`config.mk`:
```
export PLATFORM = sky130hd
export DESIGN_NAME = hpl_scan
export DESIGN_NICKNAME = d
export VERILOG_FILES = /design/src/hdl/hpl_pkg.sv /design/src/hdl/hpl_scan.sv
export SDC_FILE = /design/constraint.sdc
export NUM_CORES = 1
export LEC_CHECK = 0
export BUFFER_PORTS_ARGS = -buffer_cell sky130_fd_sc_hd__buf_2
export CAP_MARGIN = 40
export CORE_MARGIN = 1
export CORE_UTILIZATION = 53
export DETAILED_ROUTE_END_ITERATION = 8
export PLACE_DENSITY = 0.78
export SLEW_MARGIN = 20
export SYNTH_ARGS = -nofsm -noshare
export SYNTH_HDL_FRONTEND = slang
export SYNTH_SLANG_ARGS = --single-unit
```
`constraint.sdc`:
```
create_clock -name clk -period 4.15 [get_ports clk]
set_clock_uncertainty 0.1 [all_clocks]
set_input_delay 1.245 -clock clk [delete_from_list [all_inputs] [get_ports clk]]
set_output_delay 1.245 -clock clk [all_outputs]
set_load 0.01 [all_outputs]
```
`src/hdl/hpl_pkg.sv`:
```
// ----------------------------------------------------------------------------
// hpl_pkg
// Shared widths, defaults, register indexes and types of the histogram
// percentile levels unit.
// ----------------------------------------------------------------------------
`timescale 1ns / 1ps

package hpl_pkg;

    // Field widths
    localparam int LVL_W   = 16;    // Q8.8 levels, floor and buckets per dB; Q4.12 dB per bucket
    localparam int PCT_W   = 10;    // per-mille values
    localparam int BINS_W  = 13;    // frame length register
    localparam int CFG_IDX_W = 3;

    // Largest frame length the length register can express
    localparam int BIN_LIMIT = 8191;

    // Default structure sizes
    localparam int DEF_BUCKETS  = 1024;
    localparam int DEF_MAX_BINS = 4096;

    // Register indexes
    localparam logic [CFG_IDX_W-1:0] REG_BIN_COUNT      = 3'd0;
    localparam logic [CFG_IDX_W-1:0] REG_LOW_PERCENTILE = 3'd1;
    localparam logic [CFG_IDX_W-1:0] REG_HIGH_PERCENTILE = 3'd2;
    localparam logic [CFG_IDX_W-1:0] REG_RANGE_FLOOR    = 3'd3;
    localparam logic [CFG_IDX_W-1:0] REG_BUCKETS_PER_DB = 3'd4;
    localparam logic [CFG_IDX_W-1:0] REG_DB_PER_BUCKET  = 3'd5;

    // Register reset values
    localparam logic [BINS_W-1:0]       RST_BIN_COUNT       = 13'd1024;
    localparam logic [PCT_W-1:0]        RST_LOW_PERCENTILE  = 10'd100;
    localparam logic [PCT_W-1:0]        RST_HIGH_PERCENTILE = 10'd900;
    localparam logic signed [LVL_W-1:0] RST_RANGE_FLOOR     = -16'sd30720;
    localparam logic [LVL_W-1:0]        RST_BUCKETS_PER_DB  = 16'd2048;
    localparam logic [LVL_W-1:0]        RST_DB_PER_BUCKET   = 16'd512;

    // Per-mille full scale
    localparam logic [PCT_W-1:0] PERMILLE_FULL = 10'd1000;

    // floor(x / 1000) = (x * RECIP_M) >> RECIP_SH, exact for x below 2^23
    localparam int RECIP_W  = 24;
    localparam int RECIP_SH = 33;
    localparam logic [RECIP_W-1:0] RECIP_M = 24'd8589935;

    // Scan sequencer status
    typedef struct packed {
        logic busy;
        logic done;
    } scan_sts_t;

endpackage

```
`src/hdl/hpl_scan.sv`:
```
// ----------------------------------------------------------------------------
// hpl_scan
// Bucket sweep: reads every bucket in order, accumulates the running
// count, finds the low and high rank buckets and writes each bucket back
// to zero. The same sweep clears the histogram after reset.
// ----------------------------------------------------------------------------
`timescale 1ns / 1ps

module hpl_scan
    import hpl_pkg::*;
#(
    parameter int BUCKETS = DEF_BUCKETS,
    parameter int CW      = BINS_W
)
(
    input  logic                       clk,
    input  logic                       rst_n,
    input  logic                       start,
    input  logic [CW-1:0]              rank_lo,
    input  logic [CW-1:0]              rank_hi,
    output logic [$clog2(BUCKETS)-1:0] rd_addr,
    input  logic [CW-1:0]              rd_data,
    output logic                       wr_en,
    output logic [$clog2(BUCKETS)-1:0] wr_addr,
    output logic [CW-1:0]              wr_data,
    output logic [$clog2(BUCKETS)-1:0] lo_bucket,
    output logic [$clog2(BUCKETS)-1:0] hi_bucket,
    output scan_sts_t                  sts
);

    localparam int AW = $clog2(BUCKETS);
    localparam logic [AW-1:0] LAST_IDX = AW'(BUCKETS - 1);

    // Control
    logic issuing_reg, issuing_next;
    logic dv_reg;
    logic lo_f_reg, lo_f_next;
    logic hi_f_reg, hi_f_next;

    // Payload
    logic [AW-1:0] idx_reg, idx_next;
    logic [AW-1:0] daddr_reg;
    logic [CW-1:0] cum_reg, cum_next;
    logic [AW-1:0] lo_b_reg, lo_b_next;
    logic [AW-1:0] hi_b_reg, hi_b_next;

    logic [CW-1:0] cum_sum;

    // Read address sequencing
    always_comb
    begin
        issuing_next = issuing_reg;
        idx_next     = idx_reg;
        if (start)
        begin
            issuing_next = 1'b1;
            idx_next     = '0;
        end
        else if (issuing_reg)
        begin
            if (idx_reg == LAST_IDX)
            begin
                issuing_next = 1'b0;
            end
            else
            begin
                idx_next = idx_reg + AW'(1);
            end
        end
    end

    // Running count and first-crossing search
    always_comb
    begin
        cum_sum   = cum_reg + rd_data;
        cum_next  = cum_reg;
        lo_f_next = lo_f_reg;
        hi_f_next = hi_f_reg;
        lo_b_next = lo_b_reg;
        hi_b_next = hi_b_reg;
        if (start)
        begin
            cum_next  = '0;
            lo_f_next = 1'b0;
            hi_f_next = 1'b0;
            lo_b_next = '0;
            hi_b_next = '0;
        end
        else if (dv_reg)
        begin
            cum_next = cum_sum;
            if (!lo_f_reg && (cum_sum > rank_lo))
            begin
                lo_f_next = 1'b1;
                lo_b_next = daddr_reg;
            end
            if (!hi_f_reg && (cum_sum > rank_hi))
            begin
                hi_f_next = 1'b1;
                hi_b_next = daddr_reg;
            end
        end
    end

    assign rd_addr   = idx_reg;
    assign wr_en     = dv_reg;
    assign wr_addr   = daddr_reg;
    assign wr_data   = '0;
    assign lo_bucket = lo_b_reg;
    assign hi_bucket = hi_b_reg;
    assign sts.busy  = issuing_reg | dv_reg;
    assign sts.done  = dv_reg && (daddr_reg == LAST_IDX);

    // Control
    always_ff @(posedge clk or negedge rst_n)
    begin
        if (!rst_n)
        begin
            issuing_reg <= 1'b0;
            dv_reg      <= 1'b0;
            lo_f_reg    <= 1'b0;
            hi_f_reg    <= 1'b0;
        end
        else
        begin
            issuing_reg <= issuing_next;
            dv_reg      <= issuing_reg;
            lo_f_reg    <= lo_f_next;
            hi_f_reg    <= hi_f_next;
        end
    end

    // Payload
    always_ff @(posedge clk)
    begin
        idx_reg   <= idx_next;
        daddr_reg <= idx_reg;
        cum_reg   <= cum_next;
        lo_b_reg  <= lo_b_next;
        hi_b_reg  <= hi_b_next;
    end

endmodule

```
==> summary.log <==
qor: die.die_height 83.3 um
qor: clock_network.ctsLongestPathBuffers 2
qor: critical_path.worst_r2r_path_depth 16
qor: finish.max_reg_flops 13
qor: clock_network.tritoncts done
qor: power_and_ir_drop.clock_power_share 17.7%
qor: timing.total_of_endpoints_with_negative_setup_slack_in_the_final_report 8
qor: finish.post_route_cells_drive_above_1_share 30.7%
qor: min_path.worstHoldPathCells 0
qor: yosys.post_synth.cell_area_avg 8.66 um2
qor: route.detail_route.wirelength 8820 um
qor: route.route.detailed.drc 0
qor: power_and_ir_drop.net-switching-power 1.14 mW
qor: critical_path.worstSetupEndpointType flip-flop
qor: clock_network.cts.sink_count 57
qor: grt.grt.total_usage 26.5%
qor: critical_path.worstSetupStartpoint rd_data[0]
qor: yosys.synthCells 404
qor: power_and_ir_drop.switching_share_of_power 39.2%
qor: finish.area_delta_synth_final 29.4%
qor: route.antenna_left 0
qor: route.drtPass1Iterations 4
qor: finish.most_common_cell_after_layout_fill_and_taps_aside buf_2
qor: outcome.failed_checks setup timing
qor: critical_path.setup.worst_path.class in -> reg
qor: power_and_ir_drop.cellInternalPower 1.77 mW
qor: grt.antenna_found_initial 0
qor: yosys.synth.largest_area_cell dfxtp_1
qor: route.routedWlPerCell 14.7 um
qor: timing.timing.final.crit_share 102%
qor: clock_network.clk_latency 0.34 ns
qor: critical_path.critical_path_peak_fanout 6
qor: timing.final-max-slew-violation-count 0
qor: critical_path.wp_data_arrival 4.38 ns
qor: die.io_pins 98
qor: grt.grt_first_pass_wirelength 14800 um
qor: clock_network.cts_inserted_buffers 9
qor: placement.place.gp.congestion 0.870
qor: timing.worst_hold_margin 0.310 ns
qor: critical_path.critPathBufInv 3
qor: route.vias_per_cell 5.47
qor: grt.grt_pass1_vias 3313
qor: yosys.post_synth_main_area_contributors dfxtp_1 30%, ha_1 14%, mux2i_1 7.7%, nand2_1 4.6%, inv_1 3.9%
qor: critical_path.critical-path-max-stage-delay 0.36 ns
qor: timing.timing_hold_violations_final 0
qor: critical_path.regToRegStartpoint cum_reg[0]
qor: finish.finish.cell_count_without_fillers 602
qor: critical_path.crit_path_cell_trace buf_6 -> ha_4 -> inv_2 -> fa_2 -> nor2b_4 -> o2111ai_4 -> a21oi_2 -> mux2i_1 -> and4_1 -> xnor2_2 -> ha_1 -> nand4_1 -> nor2_2 -> a311o_1 -> a31oi_4 -> buf_6 -> mux2i_1
qor: min_path.hold_path_class reg -> reg
qor: route.route.vias.total 3293
qor: finish.mostFrequentLayoutCells 83 x buf_2, 53 x dfxtp_1, 43 x nand2_1
qor: yosys.ys.warnings.count 0
qor: clock_network.htree_num_levels 3
qor: yosys.synth_cell_types 56
qor: yosys.ys_seq_elements 57
qor: finish.finalNetCount 602
qor: timing.setup_total_negative_slack -0.270 ns
qor: die.start_util 55.1%
qor: finish.antenna_cells 0
qor: yosys.synth-seq-area-share 33.2%
qor: placement.hpwlAfterDp 6680 um
qor: placement.numPortBuffers 84
qor: power_and_ir_drop.power-per-cell-area 641 nW/um2
qor: critical_path.timing.critical_path.slowest_stage_cell fa_2
qor: die.dieWidth 83.3 um
qor: grt.maximum_number_of_pins_on_one_net_before_global_route_repair 33
qor: power_and_ir_drop.p_comb_share 58.8%
qor: yosys.synth_top_cell_area_share 30.3%
qor: power_and_ir_drop.seq_power_share 23.5%
qor: critical_path.start_kind primary input
qor: yosys.number_of_synthesized_flops_with_an_enable_pin 0
qor: clock_network.path_clk_slew 0.07 ns
qor: yosys.synthArstFlopShare 7.02%
qor: yosys.synthFlopType dfxtp_1
qor: yosys.syn-cell-area 3500 um2
qor: clock_network.post_cts_hold_buffer_count 0
qor: timing.finalWorstSetupSlack -0.0788 ns
qor: timing.unrepaired_setup_endpoints_after_global_routing yes
qor: power_and_ir_drop.max-vdd-ir-drop 419 uV
qor: power_and_ir_drop.static_power_due_to_leakage 2.33 nW
qor: die.core_area 6350 um2
qor: route.detailedRoute.firstIterationViolations 174
qor: min_path.worstHoldStart rd_addr[5]
qor: die.die_area 6930 um2
qor: critical_path.cp_num_cells 17
qor: grt.globalRouteOverflowTotal 0
qor: critical_path.cp_top_family compound AO/OA/AOI/OAI gates
qor: timing.worst_pin_slew 0.772 ns
qor: placement.placed_cells_incl_taps 581
qor: timing.final_period_minus_worst_setup_slack 4.23 ns
qor: timing.clock.fmax 236 MHz
qor: timing.relSlewSlack 48.6%
qor: die.core.rowCount 29
qor: outcome.status finished with violations
qor: power_and_ir_drop.final_total_power 2.90 mW
qor: critical_path.worst-endpoint-required 4.30 ns
qor: clock_network.cts.root.buffer_cell clkbuf_8
qor: run.maxCapViolCount 0
repair_timing:
action	4_1_cts	5_1_grt
cloned	1	0
gates resized for setup	10	3
endpoints found under the setup margin	22	22
setup buffers	1	3
pin swaps	10	3
path summary, 6_finish.rpt:
check                               end  slack (ns)
max in group asynchronous      hi_f_reg        3.20
min in group asynchronous         wr_en        0.61
setup reg to reg           lo_bucket[4]        0.48
hold reg to reg              wr_addr[5]        0.31
setup / recovery           lo_bucket[4]       -0.08
hold / removal               wr_addr[5]        0.31
power groups by stage:
stage          clock, mW  combinational [mW]  sequential [mW]
5_1_grt            0.550                1.86            0.690
3_5_place_dp           0                1.58            0.693
4_1_cts            0.525                1.66            0.682
2_1_floorplan          0                1.12            0.686
6_report           0.514                1.71            0.682
3_3_place_gp           0                1.52            0.688
cells in the mapped netlist, types with 10 or more instances:
cell type / n
a21o_1: 10
a21oi_1: 18
buf_4: 14
dfxtp_1: 53
ha_1: 39
inv_1: 36
mux2i_1: 27
nand2_1: 43
nand3_1: 13
nor2_1: 23
nor3_1: 15
xnor2_1: 11
per-stage QoR:
| step | util, % | setup slack (ns) | cell area, um2 |
|---|---|---|---|
| floorplan | - | -0.0861 | 3660 |
| global placement | 66.8 | -0.351 | 4240 |
| detailed placement | 66.8 | -0.523 | 4240 |
| CTS | 70.9 | -0.0460 | 4500 |
| global route | 71.3 | -0.198 | 4530 |
| finish | 71.3 | -0.0788 | 4530 |
routing by layer:
metal  vias to the layer above  part of all wire, %  GRT usage, %
li1                       1624                    -             -
met1                      1553                   43          31.0
met2                        99                   50          47.2
met3                        17                  5.4          6.76
met4                         0                  1.9          8.15
met5                         -                    0             0
kinds of logic after synthesis:
logic type               share of synthesized area (%)
adder cells (fa/ha/maj)                           14.5
AO/OA/AOI/OAI                                     13.5
buffers and inverters                             8.83
XOR/XNOR                                          3.50
multiplexers                                      8.15
AND/OR/NAND/NOR                                   18.2
other                                            0.107
flip-flops                                        33.2
final cells by class:
type | instances | area, um2
Multi-Input combinational cell | 294 | 2210
Fill cell | 503 | 1820
Sequential cell | 57 | 1160
Timing Repair Buffer | 122 | 732
Inverter | 36 | 135
Clock buffer | 10 | 128
Tap cell | 77 | 96.3
Clock inverter | 6 | 67.6
Note: power is estimated with default switching activity, not from simulation.
