===== src/hdl/hpl_pkg.sv =====
// ----------------------------------------------------------------------------
// hpl_pkg
// Shared widths, defaults, register indexes and types of the histogram
// percentile levels unit.
// ----------------------------------------------------------------------------
`timescale 1ns / 1ps

package hpl_pkg;

    // Field widths
    localparam int LVL_W   = 16;    // Q8.8 levels, floor and buckets per dB; Q4.12 dB per bucket
    localparam int PCT_W   = 10;    // per-mille values
    localparam int BINS_W  = 13;    // frame length register
    localparam int CFG_IDX_W = 3;

    // Largest frame length the length register can express
    localparam int BIN_LIMIT = 8191;

    // Default structure sizes
    localparam int DEF_BUCKETS  = 1024;
    localparam int DEF_MAX_BINS = 4096;

    // Register indexes
    localparam logic [CFG_IDX_W-1:0] REG_BIN_COUNT      = 3'd0;
    localparam logic [CFG_IDX_W-1:0] REG_LOW_PERCENTILE = 3'd1;
    localparam logic [CFG_IDX_W-1:0] REG_HIGH_PERCENTILE = 3'd2;
    localparam logic [CFG_IDX_W-1:0] REG_RANGE_FLOOR    = 3'd3;
    localparam logic [CFG_IDX_W-1:0] REG_BUCKETS_PER_DB = 3'd4;
    localparam logic [CFG_IDX_W-1:0] REG_DB_PER_BUCKET  = 3'd5;

    // Register reset values
    localparam logic [BINS_W-1:0]       RST_BIN_COUNT       = 13'd1024;
    localparam logic [PCT_W-1:0]        RST_LOW_PERCENTILE  = 10'd100;
    localparam logic [PCT_W-1:0]        RST_HIGH_PERCENTILE = 10'd900;
    localparam logic signed [LVL_W-1:0] RST_RANGE_FLOOR     = -16'sd30720;
    localparam logic [LVL_W-1:0]        RST_BUCKETS_PER_DB  = 16'd2048;
    localparam logic [LVL_W-1:0]        RST_DB_PER_BUCKET   = 16'd512;

    // Per-mille full scale
    localparam logic [PCT_W-1:0] PERMILLE_FULL = 10'd1000;

    // floor(x / 1000) = (x * RECIP_M) >> RECIP_SH, exact for x below 2^23
    localparam int RECIP_W  = 24;
    localparam int RECIP_SH = 33;
    localparam logic [RECIP_W-1:0] RECIP_M = 24'd8589935;

    // Scan sequencer status
    typedef struct packed {
        logic busy;
        logic done;
    } scan_sts_t;

endpackage


===== src/hdl/hpl_bin.sv =====
// ----------------------------------------------------------------------------
// hpl_bin
// Sample path: maps each sample to a bucket and increments that bucket's
// count with a read-modify-write through the histogram RAM.
// ----------------------------------------------------------------------------
`timescale 1ns / 1ps

module hpl_bin
    import hpl_pkg::*;
#(
    parameter int BUCKETS = DEF_BUCKETS,
    parameter int CW      = BINS_W
)
(
    input  logic                    clk,
    input  logic                    rst_n,
    input  logic                    accept,
    input  logic signed [LVL_W-1:0] sample_db,
    input  logic signed [LVL_W-1:0] range_floor,
    input  logic [LVL_W-1:0]        buckets_per_db,
    output logic                    rd_en,
    output logic [$clog2(BUCKETS)-1:0] rd_addr,
    input  logic [CW-1:0]           rd_data,
    output logic                    wr_en,
    output logic [$clog2(BUCKETS)-1:0] wr_addr,
    output logic [CW-1:0]           wr_data
);

    localparam int AW    = $clog2(BUCKETS);
    localparam int DIF_W = LVL_W + 1;
    localparam int PRD_W = 2 * DIF_W;
    localparam int RAW_W = PRD_W - LVL_W - 1;
    localparam logic [RAW_W-1:0] TOP_RAW = RAW_W'(BUCKETS - 1);
    localparam logic [AW-1:0]    IDX_MASK = AW'(BUCKETS - 1);

    // Stage valids
    logic va_reg, vb_reg, vc_reg;
    // Forward of the write made in the previous cycle
    logic fwd_valid_reg;

    // Payload
    logic signed [DIF_W-1:0] diff_reg, diff_next;
    logic signed [PRD_W-1:0] prod_reg, prod_next;
    logic [AW-1:0]           addr_c_reg;
    logic [AW-1:0]           fwd_addr_reg;
    logic [CW-1:0]           fwd_data_reg;

    logic signed [DIF_W-1:0] scale_s;
    logic [RAW_W-1:0]        raw_b;
    logic [RAW_W-1:0]        clamp_b;
    logic [AW-1:0]           idx;
    logic [CW-1:0]           base_cnt;

    // Offset from the floor, then scale to Q16.16 bucket units
    always_comb
    begin
        diff_next = DIF_W'(sample_db) - DIF_W'(range_floor);
        scale_s   = $signed({1'b0, buckets_per_db});
        prod_next = PRD_W'(diff_reg) * PRD_W'(scale_s);
    end

    // Bucket index: negative goes to zero, overflow to the top bucket
    always_comb
    begin
        raw_b = prod_reg[PRD_W-2:LVL_W];
        if (prod_reg[PRD_W-1])
        begin
            clamp_b = '0;
        end
        else if (raw_b > TOP_RAW)
        begin
            clamp_b = TOP_RAW;
        end
        else
        begin
            clamp_b = raw_b;
        end
        idx = clamp_b[AW-1:0] & IDX_MASK;
    end

    assign rd_en   = vb_reg;
    assign rd_addr = idx;

    // Increment, taking the last written count when it hit the same bucket
    always_comb
    begin
        if (fwd_valid_reg && (fwd_addr_reg == addr_c_reg))
        begin
            base_cnt = fwd_data_reg;
        end
        else
        begin
            base_cnt = rd_data;
        end
    end

    assign wr_en   = vc_reg;
    assign wr_addr = addr_c_reg;
    assign wr_data = base_cnt + CW'(1);

    // Control
    always_ff @(posedge clk or negedge rst_n)
    begin
        if (!rst_n)
        begin
            va_reg        <= 1'b0;
            vb_reg        <= 1'b0;
            vc_reg        <= 1'b0;
            fwd_valid_reg <= 1'b0;
        end
        else
        begin
            va_reg        <= accept;
            vb_reg        <= va_reg;
            vc_reg        <= vb_reg;
            fwd_valid_reg <= vc_reg;
        end
    end

    // Payload
    always_ff @(posedge clk)
    begin
        diff_reg     <= diff_next;
        prod_reg     <= prod_next;
        addr_c_reg   <= idx;
        fwd_addr_reg <= addr_c_reg;
        fwd_data_reg <= wr_data;
    end

endmodule


===== config.mk =====
export PLATFORM = sky130hd
export DESIGN_NAME = hpl_bin
export DESIGN_NICKNAME = d
export VERILOG_FILES = /design/src/hdl/hpl_pkg.sv /design/src/hdl/hpl_bin.sv
export SDC_FILE = /design/constraint.sdc
export NUM_CORES = 1
export LEC_CHECK = 0
export ABC_AREA = 1
export BUFFER_PORTS_ARGS = -buffer_cell sky130_fd_sc_hd__buf_2
export CAP_MARGIN = 10
export CORE_MARGIN = 2
export CORE_UTILIZATION = 55
export CTS_CLUSTER_SIZE = 40
export DETAILED_ROUTE_END_ITERATION = 16
export GPL_TIMING_DRIVEN = 0
export PLACE_DENSITY = 0.88
export SLEW_MARGIN = 20
export SYNTH_ARGS = -nofsm -noshare
export SYNTH_HDL_FRONTEND = slang
export SYNTH_SLANG_ARGS = --single-unit

===== constraint.sdc =====
create_clock -name clk -period 5.2 [get_ports clk]
set_clock_uncertainty 0.05 [all_clocks]
set_input_delay 0 -clock clk [delete_from_list [all_inputs] [get_ports clk]]
set_output_delay 0 -clock clk [all_outputs]
set_load 0.1 [all_outputs]

==> impl_metrics.py, run 1 <==
metrics = {
    "status": {
        "status": "finished, violations left",
        "violations": "negative hold slack, negative setup slack",
    },
    "clock_tree": {
        "htree_levels": 3,
        "tritoncts": "done",
        "clk_pin_slew_ps": 70,
        "clock_path_buffers": 2,
        "cts_buffers": 9,
        "clkLatencyLatePin_ps": 360,
        "clock_sinks": 72,
        "cts_root_buf": "clkbuf_16",
    },
    "logic_synthesis": {
        "synth_top_cell_by_area": "fa_1",
        "yosysSeqAreaShare_pct": 10.3,
        "synth-edff-count": 0,
        "yosysWarnings": 0,
        "syn-num-nets": 2254,
        "syn-cell-area_mm2": 0.0141,
        "yosysTopAreaCellShare_pct": 39.4,
        "synth.most_common_cell": "inv_1",
        "synthCells": 1810,
        "synthTopCellsByArea": "fa_1, inv_1, nand2_1",
        "yosysUniqueCellTypes": 39,
        "synth_area_per_cell_um2": 7.81,
        "postSynth.asyncResetShare_pct": 5.56,
        "synth_seq_cells": 72,
        "synth_flop_cell": "dfxtp_1",
        "synth.top_cells.by_count": "inv_1, nand2_1, fa_1",
    },
    "critical_path": {
        "critical_path.endpoint_type": "flop",
        "required_ps": 5380,
        "crit_fanout": 5,
        "worstSetupStartpointType": "flop",
        "rr_worst_depth": 21,
        "setup.worst_path.class": "reg -> reg",
        "cp.arrival_ps": 5710,
        "rrSetupSlack_ps": -330,
        "r2r-end": "prod_reg[32]$_DFF_P_",
        "r2r-start": "diff_reg[16]$_DFF_P_",
    },
    "layout": {
        "area_delta_synth_final_pct": 23.0,
        "post-route-util_pct": 69.1,
        "final_nets": 2433,
        "insertedDiodeCount": 0,
        "largest_reg_flops": 18,
        "drive_above_1_share_pct": 22.9,
    },
    "drt": {
        "post_drt_wl_per_cell_um": 17.2,
        "ant_nets": 0,
        "post_drt_via_cell_ratio": 5.30,
        "vias": 12300,
        "detail_route.iter0.violations": 944,
        "drtPass1Iterations": 5,
        "drc": 0,
        "wl_um": 39900,
    },
    "global_route": {
        "antenna_found_initial": 0,
        "grt_max_degree": 16,
        "grt-ovfl-total": 0,
        "grt_pass1_vias": 13100,
        "grt_use_total_pct": 30.4,
        "grt_pass1_wl_um": 63000,
    },
    "job": {
        "cap_violations": 0,
    },
    "hold_path": {
        "hp-class": "in -> reg",
        "min_from": "rd_data[8]",
        "min_to": "fwd_data_reg[8]$_DFF_P_",
        "hold_path_depth": 5,
    },
    "timing": {
        "tightestPinTransition_ps": 760,
        "slew_violations": 0,
        "timing.final.crit_share_pct": 106,
        "max_slew_margin_pct": 49.3,
        "finalSetupViolations": 15,
        "max_freq_mhz": 181,
        "hold_viol": 2,
        "post-route-min-period_ps": 5530,
        "holdWs_ps": -2.80,
        "rsz0062_at_grt": "yes",
        "setup_ws_ps": -331,
    },
    "floorplanning": {
        "rows": 58,
        "initial_core_util_pct": 56.2,
        "ios": 99,
        "dieWidth_um": 164,
        "core_mm2": 0.0252,
        "die_area_mm2": 0.0270,
        "die_y_um": 164,
    },
    "placed_design": {
        "place.gp.congestion": 1.00,
        "port_buffers": 82,
        "dp_hpwl_um": 29400,
    },
}
==> worst max path at each step <==
stage	from	slack [ps]	cells after the start	end
floorplan	diff_reg[16]$_DFF_P_	0.4	20	prod_reg[29]$_DFF_P_
global route	diff_reg[14]$_DFF_P_	-460	23	prod_reg[32]$_DFF_P_
global placement	buckets_per_db[3]	-910	20	prod_reg[29]$_DFF_P_
detailed placement	buckets_per_db[11]	-970	24	prod_reg[30]$_DFF_P_
CTS	diff_reg[16]$_DFF_P_	-220	25	prod_reg[30]$_DFF_P_
finish	diff_reg[16]$_DFF_P_	-330	21	prod_reg[32]$_DFF_P_
==> placed cells by master, fill, tap and decap left out, types with 7 or more instances in the layout <==
cell type,instances
fa_1,259
dfxtp_4,10
buf_6,7
nand2_2,34
nand3_1,29
a21o_1,9
nand3_2,7
fa_2,19
a21oi_2,18
inv_2,37
nor2_1,28
ha_1,80
nor2_2,14
o21ai_0,15
buf_4,73
buf_2,82
xor2_1,28
a21oi_1,34
nand2_1,408
inv_1,513
clkbuf_1,17
nor2_4,17
nand4_1,8
dfxtp_1,52
nand2_4,18
clkbuf_2,14
xnor2_1,13
dlygate4sd3_1,15
ha_4,22
clkbuf_16,20
==> final cells by class <==
class / instances / area (µm²)
Timing Repair Buffer: 180 / 1270
Buffer: 56 / 564
Clock inverter: 7 / 87.6
Inverter: 552 / 2080
Clock buffer: 9 / 225
Multi-Input combinational cell: 1118 / 11300
Tap cell: 330 / 413
Sequential cell: 72 / 1510
Fill cell: 1734 / 7790
==> kinds of logic after synthesis <==
logic type / Yosys count / synth area share [%]
flip-flops: 72 / 10.3
adder cells (fa/ha/maj): 380 / 48.4
XOR/XNOR: 42 / 2.60
buffers and inverters: 620 / 16.7
AND/OR/NAND/NOR: 581 / 17.5
AO/OA/AOI/OAI: 115 / 4.54
==> layer usage <==
metal | global-route usage [%] | routed length, µm | up-vias
li1 | - | - | 5513
met1 | 34.6 | 14100 | 5986
met2 | 53.6 | 20200 | 619
met3 | 5.63 | 3200 | 207
met4 | 17.0 | 2440 | 0
met5 | 0 | 0 | -
==> worst max-delay path, cell delays in order (launching register included) <==
cell       delay (ps)
dfxtp_4           400
clkbuf_16         180
nand2_8            50
buf_4             140
fa_1              500
fa_1              530
fa_1              510
inv_1              60
fa_2              500
fa_1              500
inv_1              50
fa_1              500
inv_1              80
ha_4              260
a21oi_2           170
o21ai_1           160
a21oi_2           230
inv_1              90
a31oi_2           230
nand2_1            70
nand2_1            70
nand2_1            70
==> metrics by stage <==
| step | worst slack [ps] | hold slack [ps] | instance area [µm²] | cells | setup TNS, ps |
|---|---|---|---|---|---|
| after global routing | -460 | 9.39 | 17400 | 2324 | -5510 |
| after floorplan | 0.447 | -346 | 14200 | 1810 | 0 |
| after global placement | -907 | -245 | 15000 | 2222 | -11990 |
| final | -331 | -2.80 | 17400 | 2324 | -2970 |
| after CTS | -217 | 0.111 | 16900 | 2298 | -1690 |
| after detailed placement | -973 | -237 | 15000 | 2222 | -13090 |
==> repair_timing <==
| item | in CTS | in global routing |
|---|---|---|
| hold endpoints to repair | 17 | 0 |
| resized for setup | 238 | 107 |
| endpoints found under the setup margin | 18 | 18 |
| setup buffers | 52 | 29 |
| gates cloned | 2 | 0 |
| hold buffers | 15 | 0 |
| pin swaps | 95 | 81 |
Power of run 1 is not shown: default switching activity piles up to over one toggle a cycle in this logic, so the estimate is an artifact.
==> run 2: changes to the inputs <==
CAP_MARGIN = default   (was 10)
CELL_PAD_IN_SITES_DETAIL_PLACEMENT = 0   (was default)
CELL_PAD_IN_SITES_GLOBAL_PLACEMENT = 1   (was default)
CORE_MARGIN = default   (was 2)
CORE_UTILIZATION = 43   (was 55)
PLACE_DENSITY = 0.91   (was 0.88)
==> run 2 against run 1 <==
  * The run still ends with negative hold slack, negative setup slack left
  * Via count decreased by 5.8%
  * Cell count rose by 4.1%
  * Critical path depth decreased by 1
  * Global-route usage shrank 7.5 points
  * Clock-buffer cell count grew 2
  * Wire length fell by 10%
  * Core utilization is 16 points lower
  * Sequential cell count did not move
  * Register-to-register slack improved by 60 ps
==> impl_metrics.py, run 2 (synthesized netlist as in run 1, its figures left out) <==
metrics = {
    "placed_design": {
        "place_inst": 2334,
        "port_buffers": 82,
        "dp_hpwl_um": 29100,
        "place.gp.congestion": 0.931,
    },
    "critical_path": {
        "critical_path.endpoint_type": "flop",
        "cp.arrival_ps": 5630,
        "rrSetupSlack_ps": -270,
        "crit_fanout": 8,
        "r2r-end": "prod_reg[33]$_DFF_P_",
        "worstSetupStartpointType": "flop",
        "rr_worst_depth": 20,
        "r2r-start": "diff_reg[16]$_DFF_P_",
        "required_ps": 5360,
        "setup.worst_path.class": "reg -> reg",
    },
    "status": {
        "violations": "negative hold slack, negative setup slack",
        "status": "finished, violations left",
    },
    "clock_tree": {
        "cts_root_buf": "clkbuf_16",
        "htree_levels": 3,
        "clock_path_buffers": 2,
        "clk_pin_slew_ps": 70,
        "clkLatencyLatePin_ps": 350,
        "clock_sinks": 72,
        "cts_buffers": 9,
        "tritoncts": "done",
    },
    "floorplanning": {
        "dieWidth_um": 183,
        "rows": 66,
        "ios": 99,
        "initial_core_util_pct": 43.6,
        "die_y_um": 183,
        "die_area_mm2": 0.0336,
        "core_mm2": 0.0325,
    },
    "timing": {
        "holdWs_ps": -6.95,
        "tightestPinTransition_ps": 692,
        "timing.final.crit_share_pct": 105,
        "max_freq_mhz": 183,
        "rsz0062_at_grt": "yes",
        "finalSetupTns_ps": -1870,
        "setup_ws_ps": -272,
        "slew_violations": 0,
        "post-route-min-period_ps": 5470,
        "hold_viol": 1,
        "finalSetupViolations": 13,
        "max_slew_margin_pct": 53.8,
    },
    "hold_path": {
        "min_to": "diff_reg[13]$_DFF_P_",
        "min_from": "sample_db[13]",
        "hold_path_depth": 3,
        "hp-class": "in -> reg",
    },
    "drt": {
        "detail_route.iter0.violations": 697,
        "ant_nets": 0,
        "vias": 11600,
        "drtPass1Iterations": 5,
        "drc": 0,
        "post_drt_via_cell_ratio": 4.80,
        "post_drt_wl_per_cell_um": 14.8,
        "wl_um": 35800,
    },
    "layout": {
        "drive_above_1_share_pct": 21.8,
        "area_delta_synth_final_pct": 21.9,
        "final_common_cell": "inv_1",
        "fill_cells": 3033,
        "largest_reg_flops": 18,
        "final_nets": 2416,
        "insertedDiodeCount": 0,
        "layout_common_cells": "inv_1, nand2_1, fa_1",
        "final_cell_count_no_fill": 2419,
    },
    "global_route": {
        "grt_pass1_vias": 12300,
        "grt_use_total_pct": 22.9,
        "grt_max_degree": 14,
        "antenna_found_initial": 0,
        "grt-ovfl-total": 0,
        "grt_pass1_wl_um": 59900,
    },
    "job": {
        "cap_violations": 0,
    },
}
==> run 2: changes by cell type in the layout (fill, tap and decap cells not counted), moves of 4 or more <==
| cell | previous run | this run |
|---|---|---|
| buf_4 | 73 | 56 |
| buf_8 | 3 | 9 |
| clkbuf_16 | 20 | 16 |
| nor2_4 | 17 | 13 |
==> run 2: stage by stage <==
step / setup WS (ps) / area, µm² / hold slack, ps / utilization [%]
6_report: -272 / 17200 / -6.95 / 53.1
4_1_cts: -181 / 16700 / 1.08 / 51.4
3_3_place_gp: -930 / 15200 / -244 / 46.7
2_1_floorplan: 0.447 / 14200 / -346 / -
3_5_place_dp: -924 / 15200 / -242 / 46.7
5_1_grt: -445 / 17200 / 17.2 / 53.1
==> run 2: layout make-up <==
type,instances,area [µm²],share of cell area [%]
inverters,552,2080,12.1
multi-input cells,1118,11100,64.5
flip-flops and latches,72,1500,8.70
plain buffers,58,547,3.17
well taps,442,553,3.21
clock buffers,11,243,1.41
repair buffers,161,1120,6.47
clock inverters,5,86.3,0.501
==> run 2: worst max path at each step <==
stage	slack (ps)	to	start	depth (start not counted)
floorplan	0.4	prod_reg[29]$_DFF_P_	diff_reg[16]$_DFF_P_	20
global placement	-930	prod_reg[30]$_DFF_P_	buckets_per_db[11]	24
detailed placement	-920	prod_reg[28]$_DFF_P_	buckets_per_db[3]	20
CTS	-180	prod_reg[33]$_DFF_P_	diff_reg[16]$_DFF_P_	20
global route	-450	prod_reg[28]$_DFF_P_	diff_reg[16]$_DFF_P_	22
finish	-270	prod_reg[33]$_DFF_P_	diff_reg[16]$_DFF_P_	20
==> run 2: repair_timing <==
action | 4_1_cts | 5_1_grt
resized for setup | 210 | 113
setup endpoints to repair | 18 | 18
hold buffers | 14 | 0
pin swaps | 70 | 62
hold endpoints to repair | 16 | 0
setup buffers | 30 | 33
gates cloned | 1 | 1
==> run 2: routing by layer <==
layer / track usage, % / share of wire [%] / vias up
li1: - / - / 5482
met1: 28.2 / 40 / 5718
met2: 39.8 / 50 / 335
met3: 4.03 / 6.1 / 80
met4: 9.13 / 3.8 / 0
met5: 0 / 0 / -
==> run 2: critical path: stages (launching register included) <==
cell       delay (ps)
dfxtp_2           330
buf_8             110
clkbuf_16         150
nand2_4            60
fa_2              580
fa_2              620
clkinv_4          130
fa_2              590
inv_2              40
fa_1              510
inv_2              50
fa_1              520
fa_1              470
ha_4              300
a21oi_4           150
o21bai_1           90
a21oi_2           170
o21ai_1            90
a21oi_1           120
nand2_1            80
xnor2_1           130
Power of run 2 is left out for the same reason.
